===== src/design/vurf_pkg.sv =====
// Shared types and constants for the video unit register file.
package vurf_pkg;

  localparam int REG_WINDOW = 8;
  localparam int SEL_W      = $clog2(REG_WINDOW);

  localparam logic [13:0] NT_BASE      = 14'h2000;
  localparam logic [13:0] NT_STEP      = 14'h0400;
  localparam logic [12:0] PATTERN_HI   = 13'h1000;
  localparam logic [5:0]  INC_NARROW   = 6'd1;
  localparam logic [5:0]  INC_WIDE     = 6'd32;
  localparam logic [2:0]  STATUS_RESET = 3'b101;

  typedef enum logic [1:0] {
    REQ_READ  = 2'd0,
    REQ_WRITE = 2'd1,
    REQ_EVENT = 2'd2
  } req_t;

  typedef enum logic [SEL_W-1:0] {
    SEL_CONTROL   = 3'd0,
    SEL_MASK      = 3'd1,
    SEL_STATUS    = 3'd2,
    SEL_OAM_ADDR  = 3'd3,
    SEL_OAM_DATA  = 3'd4,
    SEL_SCROLL    = 3'd5,
    SEL_VRAM_ADDR = 3'd6,
    SEL_VRAM_DATA = 3'd7
  } sel_t;

  typedef enum logic [1:0] {
    FLAG_OVERFLOW = 2'd0,
    FLAG_HIT      = 2'd1,
    FLAG_VBLANK   = 2'd2
  } flag_t;

  typedef struct packed {
    logic [7:0]  control;
    logic [7:0]  mask;
    logic [2:0]  status;
    logic [7:0]  spr_ptr;
    logic [7:0]  spr_byte;
    logic [7:0]  scroll_x;
    logic [7:0]  scroll_y;
    logic [15:0] vid_ptr;
    logic        toggle;
  } state_t;

  // everything clear except the overflow and vblank flags
  localparam state_t STATE_RESET = {8'd0, 8'd0, STATUS_RESET, 8'd0, 8'd0, 8'd0, 8'd0,
                                    16'd0, 1'b0};

  typedef struct packed {
    logic [7:0]  read_data;
    logic        ok;
    logic [13:0] nametable_base;
    logic [5:0]  vram_increment;
    logic [12:0] sprite_pattern_base;
    logic [12:0] bg_pattern_base;
    logic [2:0]  control_flags;
    logic [7:0]  render_mask;
    logic [7:0]  oam_address;
    logic [7:0]  scroll_x;
    logic [7:0]  scroll_y;
    logic [15:0] vram_address;
  } result_t;

endpackage


===== src/design/video_unit_register_file.sv =====
// Top level of the video unit register file.
// One beat per cycle: each accepted request (bus read, bus write or status flag
// event) updates the register state and loads its result into the output register
// at the accepting edge, so the result shows on the out_ ports from the next cycle.
// in_ready stays high while the output register is empty or being drained, so with
// out_ready held high the block takes a request every clock; throughput is set only
// by the single output register. Registers mirror every eight bytes of address;
// every result carries the decoded control fields and register contents as they
// stand after that beat.
module video_unit_register_file import vurf_pkg::*; (
  input  logic        clk,
  input  logic        rst_n,
  input  logic        in_valid,
  output logic        in_ready,
  input  logic [1:0]  in_req_type,
  input  logic [15:0] in_address,
  input  logic [7:0]  in_write_data,
  input  logic [1:0]  in_flag_select,
  input  logic        in_flag_value,
  output logic        out_valid,
  input  logic        out_ready,
  output logic [7:0]  out_read_data,
  output logic        out_ok,
  output logic [13:0] out_nametable_base,
  output logic [5:0]  out_vram_increment,
  output logic [12:0] out_sprite_pattern_base,
  output logic [12:0] out_bg_pattern_base,
  output logic [2:0]  out_control_flags,
  output logic [7:0]  out_render_mask,
  output logic [7:0]  out_oam_address,
  output logic [7:0]  out_scroll_x,
  output logic [7:0]  out_scroll_y,
  output logic [15:0] out_vram_address
);

  state_t  state_r, state_nxt;
  result_t result_nxt, result_r;
  logic    out_valid_r;
  logic    accept;

  assign in_ready = ~out_valid_r | out_ready;
  assign accept   = in_valid & in_ready;

  vurf_core u_core (
    .state       (state_r),
    .req_type    (in_req_type),
    .address     (in_address),
    .write_data  (in_write_data),
    .flag_select (in_flag_select),
    .flag_value  (in_flag_value),
    .state_nxt   (state_nxt),
    .result      (result_nxt)
  );

  always_ff @(posedge clk) begin
    if (!rst_n) begin
      state_r     <= STATE_RESET;
      out_valid_r <= 1'b0;
    end else begin
      if (accept) begin
        state_r <= state_nxt;
      end
      if (accept) out_valid_r <= 1'b1;
      else if (out_ready) out_valid_r <= 1'b0;
    end
  end

  always_ff @(posedge clk) begin
    if (accept) result_r <= result_nxt;
  end

  assign out_valid               = out_valid_r;
  assign out_read_data           = result_r.read_data;
  assign out_ok                  = result_r.ok;
  assign out_nametable_base      = result_r.nametable_base;
  assign out_vram_increment      = result_r.vram_increment;
  assign out_sprite_pattern_base = result_r.sprite_pattern_base;
  assign out_bg_pattern_base     = result_r.bg_pattern_base;
  assign out_control_flags       = result_r.control_flags;
  assign out_render_mask         = result_r.render_mask;
  assign out_oam_address         = result_r.oam_address;
  assign out_scroll_x            = result_r.scroll_x;
  assign out_scroll_y            = result_r.scroll_y;
  assign out_vram_address        = result_r.vram_address;

endmodule


===== src/design/vurf_core.sv =====
// Next-state and result logic for one bus access or flag event.
module vurf_core import vurf_pkg::*; (
  input  state_t      state,
  input  logic [1:0]  req_type,
  input  logic [15:0] address,
  input  logic [7:0]  write_data,
  input  logic [1:0]  flag_select,
  input  logic        flag_value,
  output state_t      state_nxt,
  output result_t     result
);

  logic [SEL_W-1:0] sel;
  logic [7:0]       data;
  logic             ok;

  assign sel = address[SEL_W-1:0];

  always_comb begin
    state_nxt = state;
    data      = 8'd0;
    ok        = 1'b0;
    case (req_type)
      REQ_READ: begin
        case (sel)
          SEL_STATUS: begin
            data = {state.status, 5'd0};
            state_nxt.status = {1'b0, state.status[1:0]};
            state_nxt.toggle = 1'b0;
            ok = 1'b1;
          end
          SEL_OAM_DATA: begin
            data = state.spr_byte;
            ok   = 1'b1;
          end
          SEL_VRAM_DATA: ok = 1'b1;
          default: ok = 1'b0;
        endcase
      end
      REQ_WRITE: begin
        ok = 1'b1;
        case (sel)
          SEL_CONTROL:  state_nxt.control  = write_data;
          SEL_MASK:     state_nxt.mask     = write_data;
          SEL_STATUS:   ok = 1'b0;
          SEL_OAM_ADDR: state_nxt.spr_ptr  = write_data;
          SEL_OAM_DATA: begin
            state_nxt.spr_byte = write_data;
            state_nxt.spr_ptr  = state.spr_ptr + 8'd1;
          end
          SEL_SCROLL: begin
            if (state.toggle) state_nxt.scroll_y = write_data;
            else state_nxt.scroll_x = write_data;
            state_nxt.toggle = ~state.toggle;
          end
          SEL_VRAM_ADDR: begin
            if (state.toggle) state_nxt.vid_ptr[7:0] = write_data;
            else state_nxt.vid_ptr[15:8] = write_data;
            state_nxt.toggle = ~state.toggle;
          end
          default: ok = 1'b1;  // vram data writes are dropped
        endcase
      end
      REQ_EVENT: begin
        ok = 1'b1;
        case (flag_select)
          FLAG_OVERFLOW: state_nxt.status[0] = flag_value;
          FLAG_HIT:      state_nxt.status[1] = flag_value;
          FLAG_VBLANK:   state_nxt.status[2] = flag_value;
          default:       ok = 1'b0;
        endcase
      end
      default: ok = 1'b0;
    endcase
  end

  // decoded views reflect the state after this beat
  always_comb begin
    result.read_data           = data;
    result.ok                  = ok;
    result.nametable_base      = NT_BASE + (NT_STEP * {12'd0, state_nxt.control[1:0]});
    result.vram_increment      = state_nxt.control[2] ? INC_WIDE : INC_NARROW;
    result.sprite_pattern_base = state_nxt.control[3] ? PATTERN_HI : 13'd0;
    result.bg_pattern_base     = state_nxt.control[4] ? PATTERN_HI : 13'd0;
    result.control_flags       = state_nxt.control[7:5];
    result.render_mask         = state_nxt.mask;
    result.oam_address         = state_nxt.spr_ptr;
    result.scroll_x            = state_nxt.scroll_x;
    result.scroll_y            = state_nxt.scroll_y;
    result.vram_address        = state_nxt.vid_ptr;
  end

endmodule


===== config.mk =====
export PLATFORM = sky130hd
export DESIGN_NAME = video_unit_register_file
export DESIGN_NICKNAME = d
export VERILOG_FILES = /design/src/design/vurf_pkg.sv /design/src/design/video_unit_register_file.sv /design/src/design/vurf_core.sv
export SDC_FILE = /design/constraint.sdc
export NUM_CORES = 1
export LEC_CHECK = 0
export BUFFER_PORTS_ARGS = -buffer_cell sky130_fd_sc_hd__buf_2
export CORE_AREA = 3 3 161 163
export DETAILED_ROUTE_END_ITERATION = 12
export DIE_AREA = 0 0 164 166
export GPL_TIMING_DRIVEN = 0
export PLACE_DENSITY = 0.54
export REMOVE_ABC_BUFFERS = 1
export SYNTH_ARGS = -nofsm -noshare
export SYNTH_HDL_FRONTEND = slang
export SYNTH_SLANG_ARGS = --single-unit

===== constraint.sdc =====
create_clock -name clk -period 3 [get_ports clk]
set_input_delay 0.3 -clock clk [delete_from_list [all_inputs] [get_ports clk]]
set_output_delay 0.3 -clock clk [all_outputs]
set_load 0.02 [all_outputs]

Word level (Yosys, flattened, before mapping)
Index checks and enable logic that the tools add are counted.
{"block": "word_totals", "register_bits": 175, "latch_bits": 0, "ram_bits": 0, "romBits": 0, "inputBits": 33, "output_inout_bits": 108, "word_cells": 89, "mem_count": 0}
{"block": "op_classes", "addsub": 2, "multipliers": 0, "n_div": 0, "order_cmp": 0, "eq_ne": 14, "shift": 0, "n_mux": 30, "n_bitwise": 5, "n_reduce_logical": 14}
{"operator": "$mux 8", "count": 7}
{"operator": "$mux 16", "count": 3}
{"operator": "$mux 48", "count": 1}
{"operator": "$pmux 8 s2", "count": 2}
{"operator": "$mux 13", "count": 2}
{"operator": "$reduce_and 4->1", "count": 4}
{"operator": "$add 14x12->14 const A", "count": 1}
{"operator": "$eq 3x3->1 const B", "count": 4}
{"operator": "$mux 1", "count": 10}
{"operator": "$add 8x1->8 const B", "count": 1}
{"operator": "$eq 3x2->1 const B", "count": 2}
{"operator": "$mux 6", "count": 1}
{"operator": "$pmux 3 s2", "count": 1}
{"operator": "$reduce_bool 2->1", "count": 3}
{"operator": "$reduce_or 3->1", "count": 2}
{"operator": "$eq 2x1->1 const B", "count": 2}
{"operator": "$eq 2x2->1 const B", "count": 2}
{"operator": "$logic_not 2->1", "count": 2}
{"operator": "$ne 2x1->1 const B", "count": 2}
{"operator": "$eq 3x1->1 const B", "count": 1}
{"operator": "$logic_not 3->1", "count": 1}
{"operator": "$mux 3", "count": 1}
{"operator": "$not 1->1", "count": 3}
{"operator": "$pmux 1 s3", "count": 1}
{"operator": "other kinds (6)", "count": 6}

Longest topological paths before layout
{"block": "logic_depth", "word_depth": 4, "ltp_mapped": 7, "depth_no_buf": 5}

By module
From an unflattened synthesis, not the netlist that was laid out.
{"block": "hier_totals", "hier_cells": 681, "area_unflattened_um2": 7952.6}
{"mod": "video_unit_register_file", "instances": 1, "cells_per_inst": 406, "area_each_um2": 5904.4, "seq_area_each_um2": 4564.4}
{"mod": "vurf_core", "instances": 1, "cells_per_inst": 275, "area_each_um2": 2048.2, "seq_area_each_um2": 0.0}

Least setup slack after synthesis
No wires, ideal clock.
{"block": "synth_path", "path_type": "register -> register", "startpoint": "register out_valid_r (netlist: out_valid)", "endpoint": "register state_r[41] in the netlist's numbering", "setup_ps": 100, "t_arrival_ps": 3344, "required_ps": 2900, "setup_slack_ps": -444, "stages_incl_launch_ff": 8, "n_path_buf": 2, "synth_period_minus_slack_ps": 3444, "cell_sequence": "dfxtp_1 nand2b_1 buf_2 nand2_1 inv_1 buf_1 o21ai_0 a31oi_1"}
{"block": "synth_between", "elab_chain_cells": 3}
{"element": "start, declared", "line": "video_unit_register_file.sv:38", "text": "logic out_valid_r;"}
{"element": "start signal, assigned", "line": "video_unit_register_file.sv:58", "text": "out_valid_r <= 1'b0;"}
{"element": "start signal, assigned", "line": "video_unit_register_file.sv:63", "text": "if (accept) out_valid_r <= 1'b1;"}
{"element": "start signal, assigned", "line": "video_unit_register_file.sv:64", "text": "else if (out_ready) out_valid_r <= 1'b0;"}
{"element": "$not 1->1", "line": "video_unit_register_file.sv:41", "text": "assign in_ready = ~out_valid_r | out_ready;"}
{"element": "$or 1x1->1", "line": "video_unit_register_file.sv:41"}
{"element": "net in_ready", "line": "video_unit_register_file.sv:14", "text": "output logic in_ready,"}
{"element": "$and 1x1->1", "line": "video_unit_register_file.sv:42", "text": "assign accept = in_valid & in_ready;"}
{"element": "net accept", "line": "video_unit_register_file.sv:39", "text": "logic accept;"}
{"element": "end signal, assigned", "line": "video_unit_register_file.sv:61", "text": "state_r <= state_nxt;"}
{"element": "end, declared", "line": "video_unit_register_file.sv:36", "text": "state_t state_r, state_nxt;"}
The timed path passes the listed nets, and every way through them passes these cells.
A chain may end at the register's enable or synchronous reset.

Worst setup path in the final report
{"block": "layout_path", "startpoint": "register out_valid_r (netlist: out_valid)", "endpoint": "register state_r[17] in the netlist's numbering"}
{"block": "layout_between", "elab_chain_cells": 3}
{"element": "$not 1->1", "line": "video_unit_register_file.sv:41"}
{"element": "$or 1x1->1", "line": "video_unit_register_file.sv:41"}
{"element": "$and 1x1->1", "line": "video_unit_register_file.sv:42"}
Every way passes these cells.

==> metrics.cfg <==
[clock_tree]
clock_path_buffers=2
cts_buffers=17
htreeDepth=4
path_clk_slew_ps=60
cts_tree=done
clockRootBuffer=clkbuf_16
postCtsHoldBufs=0
clock_latency_ps=420
post_cts.repair.setup_buffers=0
cts_sinks=135
cts.repair.resized=0

[synthesis]
ys_ff_latch=135
avgSynthCellArea_um2=11.5
synth_xor_area_frac=0.00143
ys.flop_type=dfxtp_1
ys_types=55
synth_fa_ha_area_frac=0.00204
synth-simple-area-share=0.152
synth_top_family_by_area=simple AND/OR/NAND/NOR gates
netlist_instances=533
synth-compound-area-share=0.0766
yosys_warnings=0
synth_area_um2=6130
ys_seq_area_frac=0.549
async_reset_ff_frac=0
synth_mux_area_frac=0.136
synth_edf_count=66

[grt]
grt-ovfl-total=0
grt_pass1_vias=3910
grtUsageTotal=0.114
grt_first_pass_wirelength_mm=23.4
grt_max_degree=85
antenna_found_initial=0

[critical_path]
worstPathArrival_ps=2960
cp-end-kind=flip-flop
required_ps=3290
startpoint_type=flip-flop
crit_fanout=63
crit_slowest_cell=nand2_1
slowest_delay_ps=500
crit_type=reg -> reg
path_cells=nand2b_1, nand2_1, inv_4, buf_16, nand2_2, mux2i_1

[power]
vdd_ir_drop_max_v=0.000368
power.leakage_nw=3.05
power_density_nw_per_um2=625
power_mw=4.56

[sta]
slew_headroom=0.395
min_period_ps=2670
fmax_mhz=374
setup_viol=0
whs_ps=160
tightest_slew_ps=894
drv_slew=0
fin_tns_setup_ps=0
grt_setup_unrepaired=false
fin_crit_sh=0.891
layout_setup_ws_ps=327
finClkSkew_ps=10.4
finalHoldViolCount=0

[die]
start_util=0.250
die_h_um=166
dieArea_um2=27200
rows=57
die_w_um=164
core-area_um2=24500
ios=141

[cells_and_area]
drive_gt1_frac=0.282
antenna_cells=0
final_area_um2=7300
nFillCells=2544
stdcell_count=940
areaGrowthSynthToFinish_pct=19.2
utilization=0.299
mostFrequentLayoutCell=buf_2
nets=637
final_cell_mix=buf_2, dfxtp_1, edfxtp_1, nand2_1, mux2_2

[route]
routed_via_density=4.36
wl_mm=15.5
drt-initial-drc-count=201
ant_nets=0
wl_per_cell_um=16.5
route.detailed.drc=0
num_vias=4094
dr.pass1.iters=4

[placement]
portBuffers=87
dp_hpwl_mm=9.53
pre_cts_ws_ps=129
place_area_um2=6670
gp_congestion=0.759
dp_cells=908

[min_path]
hp-class=in -> reg

[run]
max_cap_viol_count=0

[run_status]
status=completed

[cells in the mapped netlist (4+ instances only)]
cell type | instances | area [um^2]
mux2_2 | 44 | 495
o2bb2ai_1 | 5 | 43.8
nand3_1 | 35 | 175
nor2b_1 | 27 | 169
a2bb2oi_1 | 4 | 35.0
a21boi_0 | 9 | 67.6
nor2_1 | 4 | 15.0
o21ai_0 | 13 | 65.1
edfxtp_1 | 66 | 1980
nand4_1 | 8 | 50.1
mux2i_1 | 34 | 340
and2_1 | 8 | 50.1
nand2_1 | 58 | 218
buf_2 | 8 | 40.0
dfxtp_1 | 69 | 1380
clkbuf_1 | 20 | 75.1
a21boi_1 | 8 | 60.1
inv_1 | 8 | 30.0
o211ai_1 | 5 | 37.5
buf_4 | 43 | 323
a21oi_1 | 5 | 25.0
[layer usage]
layer  share of wire  vias up  global-route usage
met5               0        -                   0
met4          0.0095        0              0.0320
met3           0.049        9              0.0317
met2            0.48      122               0.186
met1            0.46     1990               0.149
li1                -     1973                   -
[sequential cells by signal, summed over array words and instances (netlist names)]
register                 flops
out_vram_increment           2
out_scroll_x                 8
out_ok                       1
out_sprite_pattern_base      1
out_render_mask              8
out_oam_address              8
state_r                     68
out_vram_address            16
out_read_data                8
out_nametable_base           2
out_control_flags            3
out_scroll_y                 8
out_valid                    1
out_bg_pattern_base          1
[final cells by class]
| type | count | area [um^2] | area share |
|---|---|---|---|
| Multi-Input combinational cell | 353 | 2410 | 0.330 |
| Timing Repair Buffer | 88 | 465 | 0.0637 |
| Clock inverter | 12 | 166 | 0.0228 |
| Clock buffer | 20 | 457 | 0.0625 |
| Inverter | 8 | 32.5 | 0.00445 |
| Sequential cell | 135 | 3360 | 0.461 |
| Tap cell | 324 | 405 | 0.0555 |
[kinds of logic after synthesis]
kind of cell / count (synthesis)
other: 2
buffers and inverters: 83
adders and majority gates: 1
muxes: 78
DFF: 135
and+or+nand+nor: 167
AOI/OAI and AO/OA: 66
xor gates and xnor gates: 1
[power by group]
| part | internal (mW) | switching [mW] |
|---|---|---|
| Combinational | 0.0864 | 0.262 |
| Clock | 1.37 | 0.840 |
| Sequential | 1.99 | 0.0190 |
| Total | 3.44 | 1.12 |
[final timing paths]
check	start	to	slack [ps]	cells past startpoint
worst max-delay path	out_valid$_SDFFE_PN0P_	state_r[17]$_SDFFE_PN0N_	330	6
worst min-delay path	in_flag_value	state_r[50]$_SDFFE_PN0P_	160	3
worst max register to register	out_valid$_SDFFE_PN0P_	state_r[17]$_SDFFE_PN0N_	330	6
worst min register to register	state_r[61]$_SDFFE_PN0N_	state_r[61]$_SDFFE_PN0N_	450	2
[worst max-delay path, delay by kind of cell, from the launching register on]
family                 cells  cell delay [ps]
buffers and inverters      2              770
flip-flops                 1              330
multiplexers               1              180
AND/OR/NAND/NOR            3             1200
(Power assumes the default switching activity.)
